$ cat src/bounded_priority_queue_with_deferral_defines.svh
// assertion macros for the bounded priority queue
// no dependencies
`ifndef BOUNDED_PRIORITY_QUEUE_WITH_DEFERRAL_DEFINES_SVH
`define BOUNDED_PRIORITY_QUEUE_WITH_DEFERRAL_DEFINES_SVH

// property checked on every rising clock edge outside reset
`define BPQ_ASSERT(label, prop, msg) \
    label: assert property (@(posedge clk) disable iff (!rst_n) (prop)) else $error(msg);

`endif

$ cat src/bpq_pkg.sv
// package for the bounded priority queue: types, codes and constants
// no dependencies
`timescale 1ns / 1ps

package bpq_pkg;

    localparam int DEF_CAPACITY = 16;
    localparam logic [7:0] DAY_LIMIT_RESET = 8'd3;

    // operation codes
    localparam logic [2:0] OP_ADMIT  = 3'd0;
    localparam logic [2:0] OP_LOAD   = 3'd1;
    localparam logic [2:0] OP_SERVE  = 3'd2;
    localparam logic [2:0] OP_SERVEK = 3'd3;
    localparam logic [2:0] OP_CANCEL = 3'd4;
    localparam logic [2:0] OP_DEFER  = 3'd5;

    // status codes
    localparam logic [3:0] ST_QUEUED    = 4'd0;
    localparam logic [3:0] ST_TAIL_DEF  = 4'd1;
    localparam logic [3:0] ST_NEW_DEF   = 4'd2;
    localparam logic [3:0] ST_SERVED    = 4'd3;
    localparam logic [3:0] ST_CANCELLED = 4'd4;
    localparam logic [3:0] ST_MOVED     = 4'd5;
    localparam logic [3:0] ST_NOT_FOUND = 4'd6;
    localparam logic [3:0] ST_EMPTY     = 4'd7;
    localparam logic [3:0] ST_FULL      = 4'd8;

    typedef enum logic [2:0] {
        S_IDLE,
        S_SCAN,
        S_SHIFT_UP,
        S_SHIFT_DOWN,
        S_REPLY
    } state_t;

    // one stored entry
    typedef struct packed {
        logic [63:0] key;
        logic [11:0] tim;
        logic [2:0]  pri;
    } entry_t;

endpackage

$ cat src/bounded_priority_queue_with_deferral.sv
// top level of the bounded priority queue with deferral
// depends on bpq_pkg, bpq_ctrl and the assertion macro header
//
// Usage: an input item (op, entry_key, entry_time, entry_priority) is taken
// on in_valid and in_ready; exactly one result item (status, out_key,
// out_time, out_priority, queue_count, served_tally) follows on out_valid.
// day_limit is written on cfg_valid and cfg_ready; the user writes it only
// while the block is idle, which the block itself does not enforce.
// Entries live in a single-port-write memory walked by one compare unit:
// codes decided at once go straight to the reply; other items scan and
// shift the sorted store, each entry visited taking a read and then a
// compare or a write once the registered read is back. One item is in
// work at a time; in_ready is low until its result has been taken. A
// stalled receiver holds the result and the block.
// Reset clears the held count and served tally and sets day_limit to 3;
// the entry memory is not cleared, since only held entries are read.
`timescale 1ns / 1ps

`include "bounded_priority_queue_with_deferral_defines.svh"

module bounded_priority_queue_with_deferral #(
    parameter int CAPACITY = bpq_pkg::DEF_CAPACITY,
    localparam int CW = $clog2(CAPACITY + 1)
) (
    input  logic        clk,
    input  logic        rst_n,
    input  logic        cfg_valid,
    output logic        cfg_ready,
    input  logic [7:0]  day_limit,
    input  logic        in_valid,
    output logic        in_ready,
    input  logic [2:0]  op,
    input  logic [63:0] entry_key,
    input  logic [11:0] entry_time,
    input  logic [2:0]  entry_priority,
    output logic        out_valid,
    input  logic        out_ready,
    output logic [3:0]  status,
    output logic [63:0] out_key,
    output logic [11:0] out_time,
    output logic [2:0]  out_priority,
    output logic [CW-1:0] queue_count,
    output logic [7:0]  served_tally
);
    import bpq_pkg::*;

    logic [7:0] limit_reg;
    entry_t     res_entry;
    logic       busy;

    // configuration register
    assign cfg_ready = 1'b1;
    always_ff @(posedge clk or negedge rst_n)
    begin
        if (!rst_n)
            limit_reg <= DAY_LIMIT_RESET;
        else if (cfg_valid && cfg_ready)
            limit_reg <= day_limit;
    end

    bpq_ctrl #(.CAPACITY(CAPACITY)) u_ctrl (
        .clk(clk), .rst_n(rst_n),
        .in_valid(in_valid), .in_ready(in_ready),
        .op(op), .entry_key(entry_key), .entry_time(entry_time),
        .entry_priority(entry_priority), .day_limit(limit_reg),
        .res_valid(out_valid), .res_ready(out_ready),
        .res_status(status), .res_entry(res_entry),
        .res_count(queue_count), .res_tally(served_tally), .busy(busy)
    );

    assign out_key = res_entry.key;
    assign out_time = res_entry.tim;
    assign out_priority = res_entry.pri;

    // checks
    `BPQ_ASSERT(a_count_bound, queue_count <= CW'(CAPACITY), "queue count beyond capacity")
    `BPQ_ASSERT(a_no_accept_busy, busy |-> !in_ready, "item accepted while busy")
    `BPQ_ASSERT(a_tally_mono, served_tally >= $past(served_tally), "served tally went down")

endmodule

$ cat src/bpq_store.sv
// entry memory: one write port, one registered read port
// depends on bpq_pkg
`timescale 1ns / 1ps

module bpq_store #(
    parameter int CAPACITY = bpq_pkg::DEF_CAPACITY,
    localparam int AW = $clog2(CAPACITY)
) (
    input  logic            clk,
    input  logic            wr_en,
    input  logic [AW-1:0]   wr_addr,
    input  bpq_pkg::entry_t wr_data,
    input  logic [AW-1:0]   rd_addr,
    output bpq_pkg::entry_t rd_data
);
    import bpq_pkg::*;

    entry_t mem [CAPACITY];

    // write and registered read
    always_ff @(posedge clk)
    begin
        if (wr_en)
        begin
            mem[wr_addr] <= wr_data;
        end
        rd_data <= mem[rd_addr];
    end

endmodule

$ cat src/bpq_ctrl.sv
// sequencer: scans and shifts the entry memory one entry per step
// depends on bpq_pkg and bpq_store
`timescale 1ns / 1ps

module bpq_ctrl #(
    parameter int CAPACITY = bpq_pkg::DEF_CAPACITY,
    localparam int AW = $clog2(CAPACITY),
    localparam int CW = $clog2(CAPACITY + 1)
) (
    input  logic        clk,
    input  logic        rst_n,
    input  logic        in_valid,
    output logic        in_ready,
    input  logic [2:0]  op,
    input  logic [63:0] entry_key,
    input  logic [11:0] entry_time,
    input  logic [2:0]  entry_priority,
    input  logic [7:0]  day_limit,
    output logic        res_valid,
    input  logic        res_ready,
    output logic [3:0]  res_status,
    output bpq_pkg::entry_t res_entry,
    output logic [CW-1:0] res_count,
    output logic [7:0]  res_tally,
    output logic        busy
);
    import bpq_pkg::*;

    state_t state_reg, state_next;
    logic [2:0]  op_reg;
    entry_t      new_reg, out_reg, out_next;
    logic [CW-1:0] held_reg, held_next;
    logic [7:0]  tally_reg, tally_next;
    logic [3:0]  status_reg, status_next;
    // idx_reg walks the memory; pos_reg is the target position
    logic [CW-1:0] idx_reg, idx_next, pos_reg, pos_next;
    logic        rd_pend_reg, rd_pend_next;
    // after removal, an insert may follow (tail eviction)
    logic        ins_after_reg, ins_after_next;
    logic        op_reg_en;

    logic          wr_en;
    logic [AW-1:0] wr_addr, rd_addr;
    entry_t        wr_data, rd_data;

    bpq_store #(.CAPACITY(CAPACITY)) u_store (
        .clk(clk), .wr_en(wr_en), .wr_addr(wr_addr), .wr_data(wr_data),
        .rd_addr(rd_addr), .rd_data(rd_data)
    );

    logic [8:0] day_used;
    assign day_used = 9'(held_reg) + 9'(tally_reg);
    assign in_ready = (state_reg == S_IDLE);
    assign busy = (state_reg != S_IDLE);
    assign res_valid = (state_reg == S_REPLY);
    assign res_status = status_reg;
    assign res_entry = out_reg;
    assign res_count = held_reg;
    assign res_tally = tally_reg;
    assign op_reg_en = in_valid && in_ready;

    // state and control registers
    always_ff @(posedge clk or negedge rst_n)
    begin
        if (!rst_n)
        begin
            state_reg <= S_IDLE;
            held_reg <= '0;
            tally_reg <= '0;
            rd_pend_reg <= 1'b0;
            ins_after_reg <= 1'b0;
        end
        else
        begin
            state_reg <= state_next;
            held_reg <= held_next;
            tally_reg <= tally_next;
            rd_pend_reg <= rd_pend_next;
            ins_after_reg <= ins_after_next;
        end
    end

    // payload registers
    always_ff @(posedge clk)
    begin
        if (op_reg_en)
        begin
            op_reg <= op;
            new_reg <= '{key: entry_key, tim: entry_time, pri: entry_priority};
        end
        out_reg <= out_next;
        status_reg <= status_next;
        idx_reg <= idx_next;
        pos_reg <= pos_next;
    end

    // sequencer
    always_comb
    begin
        state_next = state_reg;
        held_next = held_reg;
        tally_next = tally_reg;
        out_next = out_reg;
        status_next = status_reg;
        idx_next = idx_reg;
        pos_next = pos_reg;
        rd_pend_next = 1'b0;
        ins_after_next = ins_after_reg;
        wr_en = 1'b0;
        wr_addr = idx_reg[AW-1:0];
        wr_data = rd_data;
        rd_addr = idx_reg[AW-1:0];
        unique case (state_reg)
            S_IDLE:
            begin
                if (op_reg_en)
                begin
                    out_next = '0;
                    status_next = ST_NOT_FOUND;
                    ins_after_next = 1'b0;
                    idx_next = '0;
                    state_next = S_SCAN;
                    rd_pend_next = 1'b1;
                    priority if (op > OP_DEFER)
                        state_next = S_REPLY;
                    else if (op == OP_ADMIT)
                    begin
                        if (day_used >= 9'(day_limit))
                        begin
                            if (held_reg == '0)
                            begin
                                out_next = '{key: entry_key, tim: entry_time,
                                             pri: entry_priority};
                                status_next = ST_NEW_DEF;
                                state_next = S_REPLY;
                            end
                            else
                            begin
                                // look at the tail first
                                idx_next = held_reg - 1'b1;
                                ins_after_next = 1'b1;
                            end
                        end
                        else if (held_reg == CW'(CAPACITY))
                        begin
                            status_next = ST_FULL;
                            state_next = S_REPLY;
                        end
                    end
                    else if (op == OP_LOAD && held_reg == CW'(CAPACITY))
                    begin
                        status_next = ST_FULL;
                        state_next = S_REPLY;
                    end
                    else if ((op == OP_SERVE || op == OP_DEFER) && held_reg == '0)
                    begin
                        status_next = ST_EMPTY;
                        state_next = S_REPLY;
                    end
                    rd_addr = idx_next[AW-1:0];
                end
            end
            S_SCAN:
            begin
                // compare against the entry at idx_reg once its registered read is back
                if (rd_pend_reg)
                begin
                    rd_addr = idx_reg[AW-1:0];
                end
                else if (ins_after_reg)
                begin
                    if (new_reg.pri > rd_data.pri)
                    begin
                        out_next = rd_data;
                        status_next = ST_TAIL_DEF;
                        held_next = held_reg - 1'b1;
                        idx_next = '0;
                        ins_after_next = 1'b0;
                        rd_pend_next = 1'b1;
                        rd_addr = '0;
                    end
                    else
                    begin
                        out_next = new_reg;
                        status_next = ST_NEW_DEF;
                        state_next = S_REPLY;
                    end
                end
                else if (op_reg == OP_ADMIT || op_reg == OP_LOAD)
                begin
                    if (idx_reg == held_reg || rd_data.pri < new_reg.pri)
                    begin
                        // insert here: move the tail up first
                        pos_next = idx_reg;
                        idx_next = held_reg;
                        if (status_next != ST_TAIL_DEF)
                            status_next = ST_QUEUED;
                        rd_pend_next = 1'b1;
                        rd_addr = AW'(held_reg - 1'b1);
                        state_next = S_SHIFT_UP;
                    end
                    else
                    begin
                        idx_next = idx_reg + 1'b1;
                        rd_pend_next = 1'b1;
                        rd_addr = idx_next[AW-1:0];
                    end
                end
                else
                begin
                    if (idx_reg == held_reg)
                        state_next = S_REPLY;
                    else if (op_reg == OP_SERVE || rd_data.key == new_reg.key)
                    begin
                        out_next = rd_data;
                        if (op_reg == OP_CANCEL)
                            status_next = ST_CANCELLED;
                        else if (op_reg == OP_DEFER)
                            status_next = ST_MOVED;
                        else
                        begin
                            status_next = ST_SERVED;
                            if (tally_reg != 8'hFF)
                                tally_next = tally_reg + 8'd1;
                        end
                        rd_pend_next = 1'b1;
                        rd_addr = AW'(idx_reg + 1'b1);
                        state_next = S_SHIFT_DOWN;
                    end
                    else
                    begin
                        idx_next = idx_reg + 1'b1;
                        rd_pend_next = 1'b1;
                        rd_addr = idx_next[AW-1:0];
                    end
                end
            end
            S_SHIFT_UP:
            begin
                // entry idx-1 moves to idx, until pos is reached
                rd_addr = AW'(idx_reg - 1'b1);
                if (idx_reg == pos_reg)
                begin
                    wr_en = 1'b1;
                    wr_addr = pos_reg[AW-1:0];
                    wr_data = new_reg;
                    held_next = held_reg + 1'b1;
                    state_next = S_REPLY;
                end
                else if (rd_pend_reg)
                begin
                    rd_pend_next = 1'b0;
                end
                else
                begin
                    wr_en = 1'b1;
                    idx_next = idx_reg - 1'b1;
                    rd_pend_next = 1'b1;
                    rd_addr = AW'(idx_next - 1'b1);
                end
            end
            S_SHIFT_DOWN:
            begin
                // entry idx+1 moves to idx, until the end
                rd_addr = AW'(idx_reg + 1'b1);
                if (idx_reg + 1'b1 >= held_reg)
                begin
                    held_next = held_reg - 1'b1;
                    state_next = S_REPLY;
                end
                else if (!rd_pend_reg)
                begin
                    wr_en = 1'b1;
                    idx_next = idx_reg + 1'b1;
                    rd_pend_next = 1'b1;
                    rd_addr = AW'(idx_next + 1'b1);
                end
            end
            S_REPLY:
            begin
                if (res_ready)
                    state_next = S_IDLE;
            end
            default:
            begin
                state_next = S_IDLE;
            end
        endcase
    end

endmodule

$ cat config.mk
export PLATFORM = sky130hd
export DESIGN_NAME = bounded_priority_queue_with_deferral
export DESIGN_NICKNAME = d
export VERILOG_FILES = /design/src/bpq_pkg.sv /design/src/bounded_priority_queue_with_deferral.sv /design/src/bpq_store.sv /design/src/bpq_ctrl.sv
export VERILOG_INCLUDE_DIRS = /design/src /design/src/src
export SDC_FILE = /design/constraint.sdc
export NUM_CORES = 2
export LEC_CHECK = 0
export BUFFER_PORTS_ARGS = -buffer_cell sky130_fd_sc_hd__clkbuf_2
export CORE_UTILIZATION = 35
export CTS_BUF_LIST = sky130_fd_sc_hd__clkbuf_8
export DETAILED_ROUTE_END_ITERATION = 10
export PLACE_DENSITY_LB_ADDON = 0.25
export SLEW_MARGIN = 0
export SYNTH_ARGS = -nofsm -noshare
export SYNTH_HDL_FRONTEND = slang
export SYNTH_SLANG_ARGS = --single-unit
$ cat constraint.sdc
create_clock -name clk -period 9.6 [get_ports clk]
set_input_delay 0.48 -clock clk [delete_from_list [all_inputs] [get_ports clk]]
set_output_delay 0.48 -clock clk [all_outputs]
set_load 0.02 [all_outputs]
; ---- After elaboration in Yosys (flattened, before gate mapping)
; Memories as Yosys holds them, arrays and structs flattened. A register that Yosys moved wholly into a read port is not among the register bits.
; Cells that the tools add are included.
[word_totals]
ramBits = 1264
ff_bits = 201
out_inout_bits = 99
mem_count = 1
[op_classes]
magnitude_cmp = 5
n_eq_ne = 39
n_addsub = 8
n_reduce_logical = 22
bitwise = 6
n_mux = 112
[mem_list]
columns = name, words, word_bits, rd, rd_ports_with_merged_regs, write_ports, line_no
row1 = u_ctrl.u_store.mem, 16, 79, 1, 1, 1, bpq_store.sv:18  ; entry_t mem [CAPACITY];
[ops]
columns = op, count
row1 = 79-bit 2-to-1 mux, 13
row2 = 79-bit case mux with 2 select lines, 1
row3 = 4-bit 2-to-1 mux, 27
row4 = 5-bit 2-to-1 mux, 21
row5 = 64-bit equality test, 1
row6 = 3-bit 2-to-1 mux, 20
row7 = 1-bit 2-to-1 mux, 21
row8 = 5-bit case mux with 4 select lines, 1
row9 = 4-bit case mux with 4 select lines, 1
row10 = 3-bit case mux with 5 select lines, 1
row11 = 5-bit case mux with 3 select lines, 1
row12 = "3-bit by 2-bit equality test with 1-bit output, second input constant", 4
row13 = "3-bit equality test, second input constant", 4
row14 = "2-bit != test, second input constant", 6
row15 = 6-bit AND reduction, 2
row16 = "5-bit by 1-bit adder with 5-bit output, second input constant", 2
row17 = 5-bit equality test, 2
row18 = "2-bit by 1-bit != test with 1-bit output, second input constant", 5
row19 = 10-bit AND reduction, 1
row20 = "5-bit by 1-bit subtractor with 5-bit output, second input constant", 2
row21 = 5-bit by 8-bit adder with 9-bit output, 1
row22 = "3-bit by 1-bit equality test with 1-bit output, second input constant", 3
row23 = 9-bit by 8-bit >= comparator with 1-bit output, 1
row24 = 3-bit logical NOT, 3
row25 = 32 further kinds, 48

; ---- Logic depth before layout (Yosys ltp)
[logic_depth]
word_depth = 9
mapped_depth = 21
depth_no_buf = 17

; ---- By module
; Synthesis repeated with hierarchy kept, for this count alone.
[hier_totals]
hier_cells = 3081
hier_area_um2 = 60890.9
[modules_own_cells]
columns = mod, seq_area_each_um2, instances, cells_per_inst, area_per_inst_um2
row1 = bpq_store, 39537.9, 1, 2028, 48883.1
row2 = bpq_ctrl, 5705.5, 1, 1034, 11662.4
row3 = bounded_priority_queue_with_deferral, 202.7, 1, 19, 345.3

; ---- Worst setup path after synthesis
; No wires, ideal clock.
[synth_timing]
path_kind = reg2reg
startpoint = register u_ctrl.idx_reg[1]
endpoint = memory u_ctrl.u_store.mem[8][0] (netlist name) (enable)
n_path_buf = 3
setup_slack_ns = 0.874
stages_incl_launch_ff = 13
required_ns = 8.987
arrival_ns = 8.113
cell_sequence = edfxtp_1 clkbuf_1 clkinv_1 clkbuf_1 clkbuf_1 ha_1 ha_1 a21o_1 a311oi_2 nor2_1 a21oi_1 nand3_1 nor3_1
[synth_between]
elab_chain_cells = 6
[synth_lines]
columns = item, line_no
row1 = start: declaration, bpq_ctrl.sv:36  ; logic [CW-1:0] idx_reg, idx_next, pos_reg, pos_next;
row2 = start signal: assignment, bpq_ctrl.sv:93  ; idx_reg <= idx_next;
row3 = 5-bit by 1-bit adder with 5-bit output, bpq_ctrl.sv:266  ; if (idx_reg + 1'b1 >= held_reg)
row4 = 5-bit >= comparator, bpq_ctrl.sv:266
row5 = 1-bit 2-to-1 mux, bpq_ctrl.sv:266
row6 = 1-bit case mux with 2 select lines, bpq_ctrl.sv:113  ; unique case (state_reg)
row7 = 1-bit 2-to-1 mux, bpq_store.sv:23  ; if (wr_en)
row8 = 1-bit 2-to-1 mux (not written as such), bpq_store.sv:25  ; mem[wr_addr] <= wr_data;
row9 = end: declaration, bpq_store.sv:18
; Several ways; a longest one is shown, not always the timed one.

; ---- Final worst setup path
[layout_timing]
startpoint = register u_ctrl.held_reg[0] (netlist: u_ctrl.res_count[0])
endpoint = register, netlist name u_ctrl.u_store.rd_data[46]
[layout_between]
elab_chain_cells = 7
[layout_lines]
columns = item, line_no
row1 = start: declaration, bpq_ctrl.sv:32  ; logic [CW-1:0] held_reg, held_next;
row2 = start signal: assignment, bpq_ctrl.sv:76  ; held_reg <= held_next;
row3 = 5-bit by 8-bit adder with 9-bit output (tied with other cells), bpq_ctrl.sv:52  ; assign day_used = 9'(held_reg) + 9'(tally_reg);
row4 = 9-bit by 8-bit >= comparator with 1-bit output (tied with other cells), bpq_ctrl.sv:128  ; if (day_used >= 9'(day_limit))
row5 = 5-bit 2-to-1 mux / 4-bit 2-to-1 mux (equally long branches), "bpq_ctrl.sv:128, bpq_ctrl.sv:191"
row6 = 5-bit 2-to-1 mux / 4-bit 2-to-1 mux (equally long branches), "bpq_ctrl.sv:126, bpq_ctrl.sv:189"
row7 = 5-bit 2-to-1 mux / 4-bit 2-to-1 mux (equally long branches), "bpq_ctrl.sv:124, bpq_ctrl.sv:170"
row8 = "4-bit 2-to-1 mux, on equally long branches", "bpq_ctrl.sv:116, bpq_ctrl.sv:166"
row9 = 4-bit case mux with 4 select lines (*), bpq_ctrl.sv:113
; Every way passes the cells marked *; elsewhere a longest branch is shown, timed or not.
; A chain may end at the register's enable or synchronous reset.

==> qor.log <==
qor: cells_and_area.layout_commonest_cell edfxtp_1
qor: synthesis.synthesis.nets 7874
qor: cells_and_area.drive_above_1_share 10.1%
qor: sta.finalSetupTns 0 ns
qor: cells_and_area.largest_reg_flops 1264
qor: synthesis.yosys_warnings 0
qor: power.power_leakage 36.0 nW
qor: die.start_util 35.2%
qor: setup_path.worst-endpoint-required 10.58 ns
qor: power.power.density 145 nW/µm²
qor: sta.max-slew-margin-rel 12.3%
qor: detailed_routing.routed-via-count 68.4k
qor: sta.post_route_worst_setup_slack 3.47 ns
qor: clock_tree.clock_sinks 1544
qor: detailed_routing.antenna_left 0
qor: clock_tree.root_buffer clkbuf_8
qor: detailed_routing.router_iterations_before_antenna_repair 6
qor: setup_path.internal_reg_to_reg_setup_slack 3.47 ns
qor: detailed_routing.drc 0
qor: synthesis.netlist_area 82700 µm²
qor: global_route.global_route.peak_usage_layer met2
qor: sta.finalHoldViolCount 0
qor: die.boundaryPins 194
qor: global_route.groute.layer.met1.usage 30.7%
qor: setup_path.critical_path.startpoint_type flop
qor: die.chipHeight 488 µm
qor: cells_and_area.largest_register u_ctrl.u_store.mem
qor: sta.hold-worst-slack 0.144 ns
qor: power.power_frac_comb 0.6%
qor: power.vdd_ir_drop_max 0.109 mV
qor: global_route.global_route.usage.met3 3.42%
qor: global_route.number_of_global_route_vias_before_repair 65.5k
qor: power.seq_power_share 54.3%
qor: placement.place_worst_setup_slack 3.63 ns
qor: synthesis.ys_seq_elements 1544
qor: synthesis.post_synth.cell_area_avg 10.7 µm²
qor: placement.globalplace.congestion 0.843
qor: cells_and_area.most-common-layout-cells edfxtp_1, o21ai_0, nand3_1
qor: die.fp-row-count 178
qor: clock_tree.clock_insertion_delay_at_the_later_pin_of_the_skew_report 1.08 ns
qor: die.die_area 238000 µm²
qor: synthesis.postSynthCellCount 7749
qor: power.intPower 10.4 mW
qor: cells_and_area.fillers 22.6k
qor: global_route.grt_antenna_before_repair 7
qor: sta.grt_setup_unrepaired false
qor: hold_path.holdCritPathClass in -> reg
qor: setup_path.setup.worst_path.end_class flop
qor: global_route.grt_pass1_wl 427000 µm
qor: synthesis.number_of_flops_mapped_to_enable_cells_by_yosys 1439
qor: cells_and_area.final-instance-count-excl-fill 11.0k
qor: clock_tree.cts_max_path_buffers 4
qor: synthesis.ys_async_sr_fraction 1.68%
qor: flow_run.maxCapViolCount 0
qor: setup_path.setup_cp_type reg -> reg
qor: power.switching_component_of_the_power 2.93 mW
qor: global_route.maximum_number_of_pins_on_one_net_before_global_route_repair 267
qor: detailed_routing.number_of_design_rule_violations_left_by_the_first_detailed_router_iteration 7906
qor: cells_and_area.layout-area-overhead-vs-synth 11.2%
qor: clock_tree.numCtsBuffers 296
qor: sta.period_needed 6.13 ns
qor: setup_path.crit_arrival 7.12 ns
qor: power.power.switching_fraction 21.9%
qor: synthesis.yosys.cell_types.count 89
qor: die.core_area 235000 µm²
qor: detailed_routing.vias_per_cell 6.22
qor: die.floorplan.die.width 488 µm
qor: clock_tree.post_cts.repair.setup_buffers 0
qor: placement.port_buffers 192
qor: placement.dp_hpwl 146000 µm
qor: synthesis.synth-seq-area-share 54.9%
qor: cells_and_area.nNetsFinal 7749
qor: sta.fmax 163 MHz
qor: clock_tree.cts_max_level 5
qor: clock_tree.tritoncts yes
qor: synthesis.top_reg_cell_synth edfxtp_1
qor: global_route.grt_remaining_overflow 0
qor: sta.max_slew.worst_pin.slew 1.31 ns
qor: sta.final_critical_path_share_of_the_clock_period 63.9%
qor: placement.dp_cells 10.4k
qor: power.total_power 13.4 mW
qor: sta.clock-skew-final 0.0912 ns
qor: global_route.gr-usage-all-layers 23.4%
qor: clock_tree.clk_transition_reported_paths 0.07 ns
qor: global_route.grt_use_met2 37.9%
qor: detailed_routing.drt-wirelength-per-cell 26.4 µm
qor: sta.maxSlewViolCount 0
qor: detailed_routing.drt-total-wl 290000 µm
qor: clock_tree.postCtsHoldBufs 110
qor: clock_tree.cts_repair_resize_count 0
qor: run_status.outcome complete, no violations
qor: sta.setup_viol_count_final 0
qor: power.relative_contribution_of_the_clock_network_to_total_power 45.1%
qor: setup_path.worstPathMaxFanout 40
==> logic make-up (layout without fill, tap and decap cells) <==
logic type | count (synthesis) | after routing | share of synthesized area, %
adder cells (fa/ha/maj) | 30 | 30 | 0.463
multiplexers | 152 | 152 | 1.95
flip-flops | 1544 | 1544 | 54.9
XOR/XNOR | 98 | 98 | 1.04
buffers and inverters | 884 | 969 | 4.44
other | 1 | 5 | 0.00453
AND/OR/NAND/NOR | 3238 | 3238 | 22.3
AO/OA/AOI/OAI | 1802 | 1802 | 14.9
==> metrics by stage <==
step,cell area [µm²],utilization [%]
floorplan,82700,-
global route,92000,39.1
CTS,92000,39.1
finish,92000,39.1
detailed placement,85700,36.4
global placement,85700,36.4
==> Yosys cell counts, drive strengths merged, types with 24 or more instances <==
cell       n  share of area (%)
nand3    647                3.9
mux2      76                1.0
nand2    608                2.8
nor2b    640                4.8
dfxtp     79                1.9
buf       92               0.84
clkbuf   755                3.4
inv       36               0.16
a221oi   476                5.0
mux2i     76               0.92
a21oi     28               0.17
nor3      24               0.15
and3     478                3.6
nor2      66               0.30
edfxtp  1439                 52
o21ai    747                4.5
xnor2     64               0.68
dfrtp     24               0.73
ha        29               0.44
xor2      34               0.36
or4      474                4.3
a22oi    478                4.3
nand4    251                1.9
==> layout make-up <==
type / count / area, µm² / area share [%]
sequential: 1544 / 45400 / 49.4
tap: 3150 / 3940 / 4.28
antenna: 4 / 10.0 / 0.0109
timing repair buffer: 424 / 3390 / 3.68
clock inverter: 193 / 901 / 0.979
clock buffer: 315 / 4340 / 4.71
inverter: 37 / 149 / 0.162
multi-input combinational: 5321 / 33800 / 36.8
==> power by group through the flow <==
| stage | sequential (mW) | clock [mW] | combinational, mW |
|---|---|---|---|
| after detailed placement | 7.39 | 0 | 0.0449 |
| final | 7.26 | 6.03 | 0.0847 |
| after CTS | 7.26 | 6.16 | 0.0847 |
| after global placement | 7.39 | 0 | 0.0439 |
| after floorplan | 7.39 | 0 | 0.0109 |
| after global routing | 7.25 | 6.43 | 0.0920 |
==> worst paths after layout <==
check,end,cells past startpoint,from
min in group asynchronous,u_ctrl.res_tally[0],4,rst_n
max in group asynchronous,u_ctrl.state_reg[2],4,rst_n
worst max register to register,u_ctrl.u_store.rd_data[46],19,u_ctrl.res_count[0]
worst min register to register,u_ctrl.res_tally[4],1,u_ctrl.res_tally[4]
worst max-delay path,u_ctrl.u_store.rd_data[46],19,u_ctrl.res_count[0]
worst min-delay path,u_ctrl.new_reg[69],2,entry_key[54]
==> metal layers <==
| metal | up-vias | share of wire, % |
|---|---|---|
| li1 | 30100 | - |
| met1 | 34600 | 41 |
| met2 | 3043 | 47 |
| met3 | 593 | 7.3 |
| met4 | 4 | 4.6 |
| met5 | - | 0.0072 |
==> worst max-delay path, stage by stage (launching register included) <==
cell	delay [ns]
dfrtp_1	0.62
ha_1	0.25
inv_1	0.06
fa_1	0.40
nor2b_1	0.17
o311a_1	0.22
o21ai_0	0.14
xnor2_1	0.18
ha_1	0.30
and3_1	0.19
a221o_1	0.34
a41oi_2	0.21
a21oi_2	0.17
nand3_1	0.15
o221ai_1	0.39
nor4_4	0.32
buf_4	0.64
buf_4	0.87
a22oi_1	0.20
nand4_1	0.16
No activity file was read; power rests on OpenSTA's default activity.
